[src/rtl/core/ppmhp_pkg.sv]
// types and constants shared by the p6 header parser
package ppmhp_pkg;

	// width of the parsed numbers; they saturate at the all-ones value
	localparam int unsigned DIM_BITS = 16;

	localparam logic [1:0] ST_HEADER = 2'd0;
	localparam logic [1:0] ST_DONE   = 2'd1;
	localparam logic [1:0] ST_PIXEL  = 2'd2;
	localparam logic [1:0] ST_ERROR  = 2'd3;

	localparam logic [7:0] CH_P     = 8'h50;
	localparam logic [7:0] CH_SIX   = 8'h36;
	localparam logic [7:0] CH_HASH  = 8'h23;
	localparam logic [7:0] CH_LF    = 8'h0a;
	localparam logic [7:0] CH_CR    = 8'h0d;
	localparam logic [7:0] CH_TAB   = 8'h09;
	localparam logic [7:0] CH_SPACE = 8'h20;
	localparam logic [7:0] CH_ZERO  = 8'h30;
	localparam logic [7:0] CH_NINE  = 8'h39;

	localparam logic [DIM_BITS-1:0] MAXVAL_LIMIT = DIM_BITS'(255);

	typedef struct packed {
		logic [7:0] data_byte;
		logic       start_of_file;
	} byte_req_t;

	typedef struct packed {
		logic [1:0]          status;
		logic [7:0]          pixel_byte;
		logic [DIM_BITS-1:0] image_width;
		logic [DIM_BITS-1:0] image_height;
		logic [DIM_BITS-1:0] max_value;
	} result_t;

endpackage

[src/rtl/core/ppm_p6_header_parser.sv]
// raw colour ppm (p6) header parser, one file byte per request
//
// Each accepted request carries one byte of a P6 file and produces exactly one
// result: status (header byte, header complete, pixel byte or error), the byte
// echoed when it is pixel data, and the width, height and maximum value parsed
// so far. The header is the magic "P6" followed by three decimal numbers, each
// preceded by any run of space, tab, LF, CR or '#' comments running to LF.
// Numbers saturate at 65535; a maximum above 255 is an error, and exactly one
// whitespace byte must follow the maximum. Errors stick until a request with
// start_of_file set, which restarts parsing on that very byte. Throughput is one
// byte per clock: the parse state and the result register are both updated in
// the cycle a request is taken, so the result is presented in the following cycle.
// A pending result does not block the input as long as result_ready is high;
// with result_ready low the block holds one result and stops taking requests.
module ppm_p6_header_parser (
	input  logic                 clk,
	input  logic                 arst_n,
	input  logic                 byte_valid,
	output logic                 byte_ready,
	input  ppmhp_pkg::byte_req_t byte_req,
	output logic                 result_valid,
	input  logic                 result_ready,
	output ppmhp_pkg::result_t   result
);
	import ppmhp_pkg::*;

	// parse phases
	localparam logic [3:0] PH_MAGIC_P = 4'd0;
	localparam logic [3:0] PH_MAGIC_6 = 4'd1;
	localparam logic [3:0] PH_SEP_W   = 4'd2;
	localparam logic [3:0] PH_NUM_W   = 4'd3;
	localparam logic [3:0] PH_SEP_H   = 4'd4;
	localparam logic [3:0] PH_NUM_H   = 4'd5;
	localparam logic [3:0] PH_SEP_M   = 4'd6;
	localparam logic [3:0] PH_NUM_M   = 4'd7;
	localparam logic [3:0] PH_PIXELS  = 4'd8;
	localparam logic [3:0] PH_ERROR   = 4'd9;

	localparam logic [DIM_BITS+3:0] DIM_MAX_EXT = {4'd0, {DIM_BITS{1'b1}}};

	logic [3:0]          phase_q;
	logic                in_comment_q;
	logic [DIM_BITS-1:0] width_q;
	logic [DIM_BITS-1:0] height_q;
	logic [DIM_BITS-1:0] maxval_q;

	// state as seen by the current byte (start of file clears it)
	logic [3:0]          phase_cur;
	logic                comment_cur;
	logic [DIM_BITS-1:0] width_cur;
	logic [DIM_BITS-1:0] height_cur;
	logic [DIM_BITS-1:0] maxval_cur;

	logic [3:0]          phase_nxt;
	logic                comment_nxt;
	logic [DIM_BITS-1:0] width_nxt;
	logic [DIM_BITS-1:0] height_nxt;
	logic [DIM_BITS-1:0] maxval_nxt;
	logic [1:0]          status_nxt;
	logic [7:0]          pixel_nxt;

	logic [7:0]          b;
	logic                is_ws;
	logic                is_digit;
	logic [DIM_BITS-1:0] digit;
	logic [DIM_BITS-1:0] acc_sel;
	logic [DIM_BITS+3:0] acc_ext;
	logic [DIM_BITS-1:0] acc_new;
	logic                accept;

	assign accept     = byte_valid && byte_ready;
	// result register parts the two sides: a taken result frees the slot at once
	assign byte_ready = !result_valid || result_ready;

	assign b        = byte_req.data_byte;
	assign is_ws    = (b == CH_SPACE) || (b == CH_TAB) || (b == CH_LF) || (b == CH_CR);
	assign is_digit = (b >= CH_ZERO) && (b <= CH_NINE);
	assign digit    = DIM_BITS'(b - CH_ZERO);

	always_comb begin
		if (byte_req.start_of_file) begin
			phase_cur   = PH_MAGIC_P;
			comment_cur = 1'b0;
			width_cur   = '0;
			height_cur  = '0;
			maxval_cur  = '0;
		end else begin
			phase_cur   = phase_q;
			comment_cur = in_comment_q;
			width_cur   = width_q;
			height_cur  = height_q;
			maxval_cur  = maxval_q;
		end
	end

	// one shared decimal accumulator: acc * 10 + digit, saturating
	always_comb begin
		unique case (phase_cur)
			PH_NUM_W: acc_sel = width_cur;
			PH_NUM_H: acc_sel = height_cur;
			default:  acc_sel = maxval_cur;
		endcase
		acc_ext = {1'b0, acc_sel, 3'b000} + {3'b000, acc_sel, 1'b0} + {4'd0, digit};
		acc_new = (acc_ext > DIM_MAX_EXT) ? {DIM_BITS{1'b1}} : acc_ext[DIM_BITS-1:0];
	end

	// next state and result for the current byte
	always_comb begin
		phase_nxt   = phase_cur;
		comment_nxt = comment_cur;
		width_nxt   = width_cur;
		height_nxt  = height_cur;
		maxval_nxt  = maxval_cur;
		status_nxt  = ST_HEADER;
		pixel_nxt   = '0;
		unique case (phase_cur)
			PH_MAGIC_P: phase_nxt = (b == CH_P) ? PH_MAGIC_6 : PH_ERROR;
			PH_MAGIC_6: phase_nxt = (b == CH_SIX) ? PH_SEP_W : PH_ERROR;
			PH_SEP_W, PH_SEP_H, PH_SEP_M: begin
				priority if (comment_cur) begin
					if (b == CH_LF) begin
						comment_nxt = 1'b0;
					end
				end else if (b == CH_HASH) begin
					comment_nxt = 1'b1;
				end else if (is_ws) begin
					phase_nxt = phase_cur;
				end else if (is_digit) begin
					phase_nxt = phase_cur + 4'd1;
					unique case (phase_cur)
						PH_SEP_W: width_nxt  = digit;
						PH_SEP_H: height_nxt = digit;
						default:  maxval_nxt = digit;
					endcase
				end else begin
					phase_nxt = PH_ERROR;
				end
			end
			PH_NUM_W, PH_NUM_H: begin
				priority if (is_digit) begin
					if (phase_cur == PH_NUM_W) begin
						width_nxt = acc_new;
					end else begin
						height_nxt = acc_new;
					end
				end else if (is_ws) begin
					phase_nxt = phase_cur + 4'd1;
				end else if (b == CH_HASH) begin
					// comment may directly follow the width or height
					comment_nxt = 1'b1;
					phase_nxt   = phase_cur + 4'd1;
				end else begin
					phase_nxt = PH_ERROR;
				end
			end
			PH_NUM_M: begin
				priority if (is_digit) begin
					maxval_nxt = acc_new;
				end else if ((maxval_cur > MAXVAL_LIMIT) || !is_ws) begin
					phase_nxt = PH_ERROR;
				end else begin
					phase_nxt  = PH_PIXELS;
					status_nxt = ST_DONE;
				end
			end
			PH_PIXELS: begin
				status_nxt = ST_PIXEL;
				pixel_nxt  = b;
			end
			default: phase_nxt = PH_ERROR;
		endcase
		if (phase_nxt == PH_ERROR) begin
			status_nxt = ST_ERROR;
			pixel_nxt  = '0;
		end
	end

	// parse state
	always_ff @(posedge clk or negedge arst_n) begin
		if (!arst_n) begin
			phase_q      <= PH_MAGIC_P;
			in_comment_q <= 1'b0;
			width_q      <= '0;
			height_q     <= '0;
			maxval_q     <= '0;
		end else if (accept) begin
			phase_q      <= phase_nxt;
			in_comment_q <= comment_nxt;
			width_q      <= width_nxt;
			height_q     <= height_nxt;
			maxval_q     <= maxval_nxt;
		end
	end

	// result valid
	always_ff @(posedge clk or negedge arst_n) begin
		if (!arst_n) begin
			result_valid <= 1'b0;
		end else if (accept) begin
			result_valid <= 1'b1;
		end else if (result_ready) begin
			result_valid <= 1'b0;
		end
	end

	// result payload
	always_ff @(posedge clk) begin
		if (accept) begin
			result.status       <= status_nxt;
			result.pixel_byte   <= pixel_nxt;
			result.image_width  <= width_nxt;
			result.image_height <= height_nxt;
			result.max_value    <= maxval_nxt;
		end
	end

	// every taken request yields a result on the next cycle
	a_req_gives_result: assert property (@(posedge clk) disable iff (!arst_n)
		accept |=> result_valid)
		else $error("request taken without a result");

	// header complete leaves the parser in pixel phase
	a_done_to_pixels: assert property (@(posedge clk) disable iff (!arst_n)
		result_valid && (result.status == ST_DONE) |-> (phase_q == PH_PIXELS))
		else $error("header complete but parser not in pixel phase");

	// error status matches the sticky error phase
	a_error_sticky: assert property (@(posedge clk) disable iff (!arst_n)
		result_valid && (result.status == ST_ERROR) |-> (phase_q == PH_ERROR))
		else $error("error status without error phase");

	// pixel byte is zero unless the result is pixel data
	a_pixel_zero: assert property (@(posedge clk) disable iff (!arst_n)
		result_valid && (result.status != ST_PIXEL) |-> (result.pixel_byte == 8'd0))
		else $error("pixel byte set on a non-pixel result");

endmodule
[config.mk]
export PLATFORM = sky130hd
export DESIGN_NAME = ppm_p6_header_parser
export DESIGN_NICKNAME = d
export VERILOG_FILES = /design/src/rtl/core/ppmhp_pkg.sv /design/src/rtl/core/ppm_p6_header_parser.sv
export SDC_FILE = /design/constraint.sdc
export NUM_CORES = 1
export LEC_CHECK = 0
export BUFFER_PORTS_ARGS = -buffer_cell sky130_fd_sc_hd__buf_2
export CAP_MARGIN = 15
export CORE_UTILIZATION = 40
export CTS_CLUSTER_SIZE = 40
export DETAILED_ROUTE_END_ITERATION = 6
export PLACE_DENSITY = 0.68
export SYNTH_ARGS = -nofsm -noshare
export SYNTH_HDL_FRONTEND = slang
export SYNTH_SLANG_ARGS = --single-unit
[constraint.sdc]
create_clock -name clk -period 4.92 [get_ports clk]
set_input_delay 1.476 -clock clk [delete_from_list [all_inputs] [get_ports clk]]
set_output_delay 1.476 -clock clk [all_outputs]
set_load 0.02 [all_outputs]
# After elaboration in Yosys (flattened, before gate mapping)
# Cells that the tools add are included.
# W data, S select, Z words.
[totals]
regBits = 112
elab_cells = 105
input_bits = 13
output_inout_bits = 60
[classes]
n_bitwise = 1
reduce_logical = 15
n_mux = 54
eq_ne = 16
n_addsub = 4
n_lt_le_gt_ge = 4
[ops]
columns = ["op", "n"]
rows = [
  ["$mux W16", 24],
  ["$pmux W16 S2", 4],
  ["$mux W4", 11],
  ["$eq A8 B4 Y1 const B", 3],
  ["$eq A8 B6 Y1 const B", 3],
  ["$pmux W4 S6", 1],
  ["$add A19 B17 Y20", 1],
  ["$add A20 B16 Y20", 1],
  ["$gt A20 B16 Y1 const B", 1],
  ["$eq A4 B3 Y1 const B", 4],
  ["$gt A16 B8 Y1 const B", 1],
  ["$mux W1", 12],
  ["$sub A8 B6 Y9 const B", 1],
  ["$eq A4 B2 Y1 const B", 2],
  ["$eq A4 B4 Y1 const B", 2],
  ["$eq A8 B7 Y1 const B", 1],
  ["$ge A8 B6 Y1 const B", 1],
  ["$le A8 B6 Y1 const B", 1],
  ["$reduce_or A2 Y1", 3],
  ["$logic_or A1 B1 Y1", 5],
  ["$add A4 B1 Y4 const B", 1],
  ["$eq A4 B1 Y1 const B", 1],
  ["$logic_not A4 Y1", 1],
  ["$pmux W2 S2", 1],
  ["6 further kinds", 8],
]

# Longest topological paths before layout
# Gate-level depths: netlist (run 1).
[depth]
word_depth = 11
ltp_mapped = 21
mapped_depth_nobuf = 17

# Worst setup path after synthesis (run 1)
# OpenSTA, ideal clock, no wires.
[synth_timing]
kind = "input port to flip-flop"
startpoint = "in byte_req[0] (netlist bit)"
endpoint = "reg result[31] (netlist bit) (data pin)"
setup_slack_ns = -0.989
cell_stages = 20
t_arrival_ns = 5.644
path_cell_list = "nor2_2 -> and3_1 -> clkbuf_1 -> nor2_1 -> clkbuf_1 -> a222oi_1 -> fa_1 -> inv_1 -> ha_1 -> clkbuf_1 -> a211o_1 -> a31o_1 -> nand3_1 -> a31oi_1 -> xor2_1 -> or3_1 -> buf_2 -> buf_6 -> nor3_1 -> o21ai_1"
[synth_between]
elab_chain_cells = 10
[synth_rtl]
columns = ["element", "line_no", "source"]
rows = [
  ["start, declared", "ppm_p6_header_parser.sv:20", "input ppmhp_pkg::byte_req_t byte_req,"],
  ["$mux W4", "ppm_p6_header_parser.sv:81", "if (byte_req.start_of_file) begin"],
  ["$eq A4 B3 Y1 / $eq A4 B2 Y1 (equally long branches)", "ppm_p6_header_parser.sv:98, ppm_p6_header_parser.sv:116, ppm_p6_header_parser.sv:141", ""],
  ["$pmux W16 S2", "ppm_p6_header_parser.sv:98", "unique case (phase_cur)"],
  ["$add A19 B17 Y20", "ppm_p6_header_parser.sv:103", "acc_ext = {1'b0, acc_sel, 3'b000} + {3'b000, acc_sel, 1'b0} + {4'd0, digit};"],
  ["$add A20 B16 Y20", "ppm_p6_header_parser.sv:103", ""],
  ["$gt A20 B16 Y1", "ppm_p6_header_parser.sv:104", "acc_new = (acc_ext > DIM_MAX_EXT) ? {DIM_BITS{1'b1}} : acc_ext[DIM_BITS-1:0];"],
  ["$mux W16", "ppm_p6_header_parser.sv:104", ""],
  ["$mux W16", "ppm_p6_header_parser.sv:141", "if (phase_cur == PH_NUM_W) begin"],
  ["$mux W16", "ppm_p6_header_parser.sv:140", "priority if (is_digit) begin"],
  ["$pmux W16 S2 (*)", "ppm_p6_header_parser.sv:116", "unique case (phase_cur)"],
  ["via height_nxt[15]", "ppm_p6_header_parser.sv:57", "logic [DIM_BITS-1:0] height_nxt;"],
  ["end, declared", "ppm_p6_header_parser.sv:23", "output ppmhp_pkg::result_t result"],
]
# Mark *: on every way through the listed nets, which the timed path passes. The rest lies on a longest branch.
# A chain may end at the register's enable or synchronous reset.

# Final worst setup path (run 1)
[layout_timing]
startpoint = "in byte_req[0] (netlist bit)"
endpoint = "reg result[43] (netlist bit) (data pin)"
[layout_between]
elab_chain_cells = 10
[layout_rtl]
columns = ["element", "line_no", "source"]
rows = [
  ["$mux W4", "ppm_p6_header_parser.sv:81", ""],
  ["$eq A4 B3 Y1 / $eq A4 B2 Y1 (equally long branches)", "ppm_p6_header_parser.sv:98, ppm_p6_header_parser.sv:116, ppm_p6_header_parser.sv:141", ""],
  ["$pmux W16 S2", "ppm_p6_header_parser.sv:98", ""],
  ["$add A19 B17 Y20", "ppm_p6_header_parser.sv:103", ""],
  ["$add A20 B16 Y20", "ppm_p6_header_parser.sv:103", ""],
  ["$gt A20 B16 Y1", "ppm_p6_header_parser.sv:104", ""],
  ["$mux W16", "ppm_p6_header_parser.sv:104", ""],
  ["$mux W16", "ppm_p6_header_parser.sv:141", ""],
  ["$mux W16", "ppm_p6_header_parser.sv:140", ""],
  ["$pmux W16 S2 (*)", "ppm_p6_header_parser.sv:116", ""],
  ["via width_nxt[11]", "ppm_p6_header_parser.sv:56", "logic [DIM_BITS-1:0] width_nxt;"],
]
# Marked as above.

==> impl_summary.txt, run 1 <==
----------------------------------------------------
[Clock tree]
  # H-tree levels ... 3
  Number of buffers created by CTS ... 9
  Post-CTS clock slew at the launch and capture registers of the worst setup and hold paths ... 80 ps
  Clock tree root buffer cell ... sky130_fd_sc_hd__clkbuf_16
  Clock tree from TritonCTS ... built
  Sink Count ... 112
  Clock latency of the later-clocked register in the worst-skew pair ... 360 ps
  Cts-stage hold buffer count ... 0
  Maximum number of buffers from clock root to sink ... 2

[Cells and area]
  Ant. Diodes ... 0
  Final-stage net count ... 1048
  FF/Latch Area ... 0.00309 sq mm
  Fraction of layout instances using a drive strength above 1 ... 0.403
  Final core occ ... 0.577
  Number of filler instances in the final layout ... 1513
  Area occupied by multi-input gates ... 0.00460 sq mm
  Area added between synthesis and finish ... 41.2%

[Route]
  DRC violations left ... 1
  Remaining number of nets flagged by the antenna check after routing ... 0
  Average wire per cell in the routed design ... 22.0 microns
  Detailed-route wire length ... 27100 microns
  DRT Pass-1 Iters ... 7
  Per-cell via count in the routed design ... 6.19
  Number of vias after detailed routing ... 7627
  Starting DRC count in detailed routing ... 929

[Global route]
  Total routing usage reported by global routing ... 0.290
  Global-route wire length before repair ... 40600 microns
  Antenna violations before repair ... 0
  Maximum number of pins on one net before global-route repair ... 46
  Total gr overflow ... 0
  Via count of the first global-routing pass ... 7342

[Place]
  RePlAce Congestion ... 0.938
  I/O Buffers ... 72
  Post-DP HPWL ... 19200 microns

[Synthesis]
  Flip-flop and latch count after synthesis ... 112
  Synth cell count leaders ... sky130_fd_sc_hd__nand2_1, sky130_fd_sc_hd__edfxtp_1, sky130_fd_sc_hd__a21oi_1, sky130_fd_sc_hd__dfrtp_1, sky130_fd_sc_hd__nor2_1
  Share of the yosys chip area belonging to registers ... 0.421
  Ys flop type ... sky130_fd_sc_hd__edfxtp_1
  Post-synth net total ... 824
  Cell type contributing the most total cell area after synthesis ... sky130_fd_sc_hd__edfxtp_1
  Mean area per synthesized cell ... 9.48 sq um
  Gate count after technology mapping ... 774
  Leading cell types by total area after synthesis ... sky130_fd_sc_hd__edfxtp_1, sky130_fd_sc_hd__dfrtp_1, sky130_fd_sc_hd__ha_1
  Post-Synthesis Cell Area ... 0.00734 sq mm
  Ys Warns ... 0
  Most frequent cell after synthesis ... sky130_fd_sc_hd__nand2_1
  Top-area cell type share of the netlist area ... 0.237
  Number of enable flip-flop cells after synthesis ... 58
  Async SR Flop Fraction ... 0.482
  Library cells used by synthesis ... 78

[Worst setup path]
  CP Capture Type ... register
  Arrival @ worst endpoint ... 5390 ps
  Startpoint kind of the worst setup timing path ... primary input
  Critical path type ... primary input to register
  CP Data Required Time ... 5010 ps
  Max Fanout on Critical Path ... 8

[Worst hold path]
  Worst Hold Class ... register to register

[Timing]
  Highest clock rate ... 0.188 GHz
  Hold Fails Final Rpt ... 0
  Setup Skew ... 11.7 ps
  Final Setup Violations ... 96
  Tightest slew margin relative to the limit ... 0.434
  Minimum clock period after layout ... 5310 ps
  Final worst-path setup slack ... -388 ps
  Final slew viol count ... 0
  Transition time of the tightest slew-check pin ... 849 ps
  Post-route fraction of the period consumed by the critical path ... 1.08
  RSZ-0062 raised after global routing ... yes

[Power and ir drop]
  Cell leakage power ... 4.39 nW
  Worst IR Drop VDD ... 0.225 mV
  Sum of internal, switching and leakage power ... 2.40 mW
  Cell area power density ... 231 mW/mm^2

[Floorplanning]
  Horizontal die dimension ... 137 microns
  Die footprint ... 0.0189 sq mm
  Initial standard-cell utilization of the core ... 0.409
  Count of boundary I/O pins ... 73
  Vert. Die Dim ... 137 microns
  Core outline area ... 0.0180 sq mm
  Number of standard-cell rows in the floorplan ... 49

[Run status]
  Violated checks ... DRC, setup timing
  Outcome ... complete, but fails checks

[Flow run]
  Number of maximum-capacitance violations ... 0

----------------------------------------------------
==> final timing paths <==
check                                         start  cells past startpoint  slack (ps)                  endpoint
min in group asynchronous                    arst_n                      1        1200    phase_q[3]$_DFFE_PN0P_
hold / removal             result_valid$_DFFE_PN0P_                      2         540  result_valid$_DFFE_PN0P_
setup reg to reg             phase_q[1]$_DFFE_PN0P_                     20         260      result[43]$_DFFE_PP_
setup / recovery                        byte_req[0]                     20        -390      result[43]$_DFFE_PP_
hold reg to reg            result_valid$_DFFE_PN0P_                      2         540  result_valid$_DFFE_PN0P_
max in group asynchronous                    arst_n                      2        2960    width_q[5]$_DFFE_PN0P_
==> worst max-delay path, stage by stage <==
cell and delay [ps]:
sky130_fd_sc_hd__buf_8 100, sky130_fd_sc_hd__buf_6 120, sky130_fd_sc_hd__nor4_4 370, sky130_fd_sc_hd__buf_4 190, sky130_fd_sc_hd__clkbuf_16 140, sky130_fd_sc_hd__a222oi_1 60, sky130_fd_sc_hd__buf_4 170, sky130_fd_sc_hd__fa_1 520
sky130_fd_sc_hd__inv_2 50, sky130_fd_sc_hd__ha_4 240, sky130_fd_sc_hd__buf_6 120, sky130_fd_sc_hd__a21o_1 170, sky130_fd_sc_hd__a31oi_2 190, sky130_fd_sc_hd__o22a_2 240, sky130_fd_sc_hd__a31oi_4 110, sky130_fd_sc_hd__xor2_2 200
sky130_fd_sc_hd__or3_4 410, sky130_fd_sc_hd__buf_8 160, sky130_fd_sc_hd__nor2_4 230, sky130_fd_sc_hd__o22ai_2 100
==> final cells by class <==
| class | count | share of cell area |
|---|---|---|
| flip-flops and latches | 112 | 0.298 |
| inverters | 41 | 0.0150 |
| well taps | 229 | 0.0276 |
| clock inverters | 6 | 0.00447 |
| clock buffers | 10 | 0.0221 |
| multi-input cells | 575 | 0.444 |
| repair buffers | 259 | 0.188 |
==> where the power goes <==
part | internal (mW) | switching [mW] | leakage, nW
Combinational | 0.274 | 0.368 | 2.95
Clock | 0.349 | 0.371 | 0.134
Sequential | 1.02 | 0.0170 | 1.31
Total | 1.64 | 0.756 | 4.39
==> per-layer routing <==
layer  vias to the layer above  GRT usage  part of all wire
li1                       3355          -                 -
met1                      3696      0.379              0.40
met2                       463      0.451              0.46
met3                       113     0.0526             0.084
met4                         0      0.159             0.053
met5                         -          0                 0
==> cell families after synthesis <==
group | synth area share
xor gates and xnor gates | 0.0191
adders and majority gates | 0.0774
and+or+nand+nor | 0.174
buffers and inverters | 0.0482
muxes | 0.0119
DFF | 0.421
AOI/OAI and AO/OA | 0.248
==> registers in the layout, summed over array words and instances (netlist names) <==
signal and flops:
phase_q 4, maxval_q 16, result 58, height_q 16, in_comment_q 1, result_valid 1, width_q 16
==> what timing repair did <==
item                                    4_1_cts  5_1_grt
setup buffers                                26       16
endpoints found under the setup margin       96       96
resized for setup                            91       68
cloned                                        2        0
pin swaps                                    62       55
==> cell usage in the layout, fill, tap and decap left out, types with 6 or more instances in the layout <==
cell                          n
sky130_fd_sc_hd__buf_4      157
sky130_fd_sc_hd__nand2_1     73
sky130_fd_sc_hd__buf_2       71
sky130_fd_sc_hd__edfxtp_1    58
sky130_fd_sc_hd__dfrtp_1     54
sky130_fd_sc_hd__a21oi_1     49
sky130_fd_sc_hd__nor2_1      48
sky130_fd_sc_hd__inv_1       33
sky130_fd_sc_hd__o21ai_0     24
sky130_fd_sc_hd__o211ai_1    22
sky130_fd_sc_hd__buf_6       22
sky130_fd_sc_hd__a22oi_1     21
sky130_fd_sc_hd__and2_1      16
sky130_fd_sc_hd__o21ai_2     16
sky130_fd_sc_hd__o21ai_1     15
sky130_fd_sc_hd__a31oi_1     15
sky130_fd_sc_hd__nand2b_1    14
sky130_fd_sc_hd__nor3_1      14
sky130_fd_sc_hd__fa_1        13
sky130_fd_sc_hd__ha_4        13
sky130_fd_sc_hd__nand3_1     11
sky130_fd_sc_hd__a222oi_1    10
sky130_fd_sc_hd__ha_1        10
sky130_fd_sc_hd__clkbuf_16   10
sky130_fd_sc_hd__nor2_4       9
sky130_fd_sc_hd__xnor2_1      9
sky130_fd_sc_hd__a21o_1       8
sky130_fd_sc_hd__a21oi_2      8
sky130_fd_sc_hd__o221ai_2     8
sky130_fd_sc_hd__nor2b_1      7
sky130_fd_sc_hd__inv_2        7
sky130_fd_sc_hd__o22ai_2      7
sky130_fd_sc_hd__and3_1       6
sky130_fd_sc_hd__o22ai_1      6
sky130_fd_sc_hd__o221ai_1     6
==> per-stage QoR <==
step | hold slack, ps | worst slack (ps) | TNS [ps] | std cells | instance area [sq um]
2_1_floorplan | 452 | -710 | -48780 | 774 | 7480
3_3_place_gp | 492 | -1130 | -90620 | 1176 | 9030
3_5_place_dp | 508 | -1160 | -93570 | 1176 | 9030
4_1_cts | 529 | -326 | -19150 | 1219 | 9950
5_1_grt | 564 | -500 | -36540 | 1232 | 10400
6_report | 535 | -388 | -25120 | 1232 | 10400
No activity file was read; power rests on OpenSTA's default activity.
==> inputs of run 2 (changes only) <==
- CORE_UTILIZATION: 40 -> 55
- PLACE_DENSITY: 0.68 -> 0.83
- RECOVER_POWER: not set -> 25
- clock period: 4.92 -> 6.65 ns (I/O delays scaled with it)
==> impl_summary.txt, run 2 (synthesized netlist as in run 1, its figures left out) <==
----------------------------------------------------
[Run status]
  Outcome ... complete, but fails checks
  Violated checks ... DRC, capacitance limit, slew limit

[Global route]
  Total gr overflow ... 0 (unchanged)
  Maximum number of pins on one net before global-route repair ... 55 (+20%)
  Antenna violations before repair ... 0 (unchanged)
  Via count of the first global-routing pass ... 6473 (-12%)
  Global-route wire length before repair ... 35600 microns (-12%)
  Total routing usage reported by global routing ... 0.334 (+0.0441)

[Cells and area]
  Area occupied by multi-input gates ... 0.00391 sq mm (-15%)
  Number of filler instances in the final layout ... 1056 (-30%)
  Highest-count cells in the layout ignoring fill and taps ... sky130_fd_sc_hd__nand2_1, sky130_fd_sc_hd__edfxtp_1, sky130_fd_sc_hd__a21oi_1, sky130_fd_sc_hd__buf_2
  Register with the highest flop count ... result
  Final Cell Area ... 0.00839 sq mm (-19%)
  FF/Latch Area ... 0.00309 sq mm (unchanged)
  Final-stage net count ... 909 (-13%)
  Max FFs per register ... 58 (unchanged)
  Final core occ ... 0.654 (+0.0768)
  Area added between synthesis and finish ... 14.2%
  Most common library cell in the layout ignoring fill and taps ... sky130_fd_sc_hd__nand2_1
  Fraction of layout instances using a drive strength above 1 ... 0.176 (-0.227)
  Layout Cells excl Fill ... 1036 (-16%)
  Ant. Diodes ... 0 (unchanged)

[Timing]
  Final slew viol count ... 55 (+55)
  Setup TNS ... 0 ps (+25120 ps)
  RSZ-0062 raised after global routing ... no
  Final Setup Violations ... 0 (-100%)
  Transition time of the tightest slew-check pin ... 3280 ps (+2430 ps)
  Hold Fails Final Rpt ... 0 (unchanged)
  Tightest slew margin relative to the limit ... -1.19 (-1.62)
  Final worst-path setup slack ... 183 ps (+571 ps)
  Setup Skew ... 15.6 ps (+3.95 ps)
  Post-route fraction of the period consumed by the critical path ... 0.973
  Minimum clock period after layout ... 6470 ps
  Highest clock rate ... 0.155 GHz
  Post-route worst hold slack ... 529 ps (-6.77 ps)

[Flow run]
  Number of maximum-capacitance violations ... 1 (+1)

[Worst setup path]
  CP Capture Type ... register
  Critical path type ... primary input to register
  R2R Path Start ... phase_q[1]$_DFFE_PN0P_
  Arrival @ worst endpoint ... 6590 ps (+1200 ps)
  Max Fanout on Critical Path ... 10 (+2)
  Startpoint kind of the worst setup timing path ... primary input
  CP Data Required Time ... 6770 ps (+1760 ps)
  Worst Setup SP ... byte_req[0]

[Floorplanning]
  Horizontal die dimension ... 118 microns (-15%)
  Vert. Die Dim ... 118 microns (-15%)
  Core outline area ... 0.0128 sq mm (-29%)
  Die footprint ... 0.0138 sq mm (-27%)
  Number of standard-cell rows in the floorplan ... 41 (-16%)
  Initial standard-cell utilization of the core ... 0.572 (+0.164)
  Count of boundary I/O pins ... 73 (unchanged)

[Power and ir drop]
  Cell area power density ... 191 mW/mm^2 (-17%)
  Sum of internal, switching and leakage power ... 1.60 mW (-33%)
  Cell leakage power ... 3.53 nW (-20%)
  Worst IR Drop VDD ... 0.120 mV (-47%)

[Worst hold path]
  Hold Startpoint ... height_q[4]$_DFFE_PN0P_
  Worst Hold Class ... register to register

[Place]
  DP Cell Count ... 1020 (-13%)
  Post-DP HPWL ... 16500 microns (-14%)
  Area after DPL ... 0.00811 sq mm (-10%)
  Setup Slack @ Placement ... -86.4 ps (+1080 ps)
  RePlAce Congestion ... 1.01 (+8.1%)
  I/O Buffers ... 72 (unchanged)

[Clock tree]
  Clock latency of the later-clocked register in the worst-skew pair ... 370 ps (about the same)
  # H-tree levels ... 3 (unchanged)
  Sink Count ... 112 (unchanged)
  Maximum number of buffers from clock root to sink ... 2 (unchanged)
  Clock tree from TritonCTS ... built
  Number of buffers created by CTS ... 9 (unchanged)
  Post-CTS clock slew at the launch and capture registers of the worst setup and hold paths ... 90 ps (about the same)
  Post-CTS Setup Bufs ... 0 (-100%)
  Clock tree root buffer cell ... sky130_fd_sc_hd__clkbuf_16

[Route]
  Starting DRC count in detailed routing ... 1098 (+18%)
  Average wire per cell in the routed design ... 22.0 microns (-0.31%)
  Per-cell via count in the routed design ... 6.69 (+8.1%)
  Remaining number of nets flagged by the antenna check after routing ... 0 (unchanged)
  Number of vias after detailed routing ... 6932 (-9.1%)
  Detailed-route wire length ... 22700 microns (-16%)
  DRC violations left ... 18 (+17)
  DRT Pass-1 Iters ... 7 (unchanged)

----------------------------------------------------
## run 2: cell count changes in the layout (fill, tap and decap cells not counted), moves of 8 or more
cell | previous run | this run
sky130_fd_sc_hd__o21ai_2 | 16 | 0
sky130_fd_sc_hd__o21ai_0 | 24 | 45
sky130_fd_sc_hd__ha_1 | 10 | 23
sky130_fd_sc_hd__ha_4 | 13 | 0
sky130_fd_sc_hd__buf_2 | 71 | 56
sky130_fd_sc_hd__clkbuf_1 | 1 | 17
sky130_fd_sc_hd__buf_6 | 22 | 0
sky130_fd_sc_hd__buf_4 | 157 | 45
sky130_fd_sc_hd__nor2_4 | 9 | 1
## run 2: power by group
group          internal [mW]  total [mW]  switching, mW
clock network          0.261       0.535          0.274
registers              0.754       0.771         0.0168
logic                 0.0962       0.297          0.201
## run 2: final cells by class
type / instances / area share
well taps: 172 / 0.0257
clock buffers: 9 / 0.0269
repair buffers: 120 / 0.0861
clock inverters: 7 / 0.00776
flip-flops and latches: 112 / 0.369
multi-input cells: 575 / 0.466
inverters: 41 / 0.0185
## run 2: path summary, 6_finish.rpt
path | slack (ps) | endpoint | cells past startpoint
worst max-delay path | 180 | result[14]$_DFFE_PP_ | 18
worst min-delay path | 530 | height_q[4]$_DFFE_PN0P_ | 2
worst max register to register | 1240 | result[14]$_DFFE_PP_ | 17
worst min register to register | 530 | height_q[4]$_DFFE_PN0P_ | 2
max in group asynchronous | 1960 | height_q[6]$_DFFE_PN0P_ | 2
min in group asynchronous | 2800 | phase_q[0]$_DFFE_PN0P_ | 2
## run 2: worst max-delay path: stages
cell                       delay (ps)
sky130_fd_sc_hd__buf_2            110
sky130_fd_sc_hd__nor2_2           210
sky130_fd_sc_hd__and3_1           220
sky130_fd_sc_hd__nor2_1            60
sky130_fd_sc_hd__buf_4            180
sky130_fd_sc_hd__a222oi_1         700
sky130_fd_sc_hd__fa_1             510
sky130_fd_sc_hd__inv_1             60
sky130_fd_sc_hd__ha_1             300
sky130_fd_sc_hd__a21oi_1          230
sky130_fd_sc_hd__nand2_1          130
sky130_fd_sc_hd__o211ai_1         240
sky130_fd_sc_hd__a31oi_1          140
sky130_fd_sc_hd__o31a_1           270
sky130_fd_sc_hd__or3_1            590
sky130_fd_sc_hd__buf_4            270
sky130_fd_sc_hd__o21ai_1          270
sky130_fd_sc_hd__nand2_1           90
## run 2: metal layers
metal  track usage  routed length [microns]  share of wire
met5             0                        0              0
met4         0.170                     1110          0.049
met3        0.0732                     2460           0.11
met2         0.499                    10200           0.45
met1         0.457                     8990           0.40
## run 2: timing repair
item,4_1_cts,5_1_grt
hold buffers,0,0
endpoints found under the setup margin,0,1
gates resized for setup,0,1
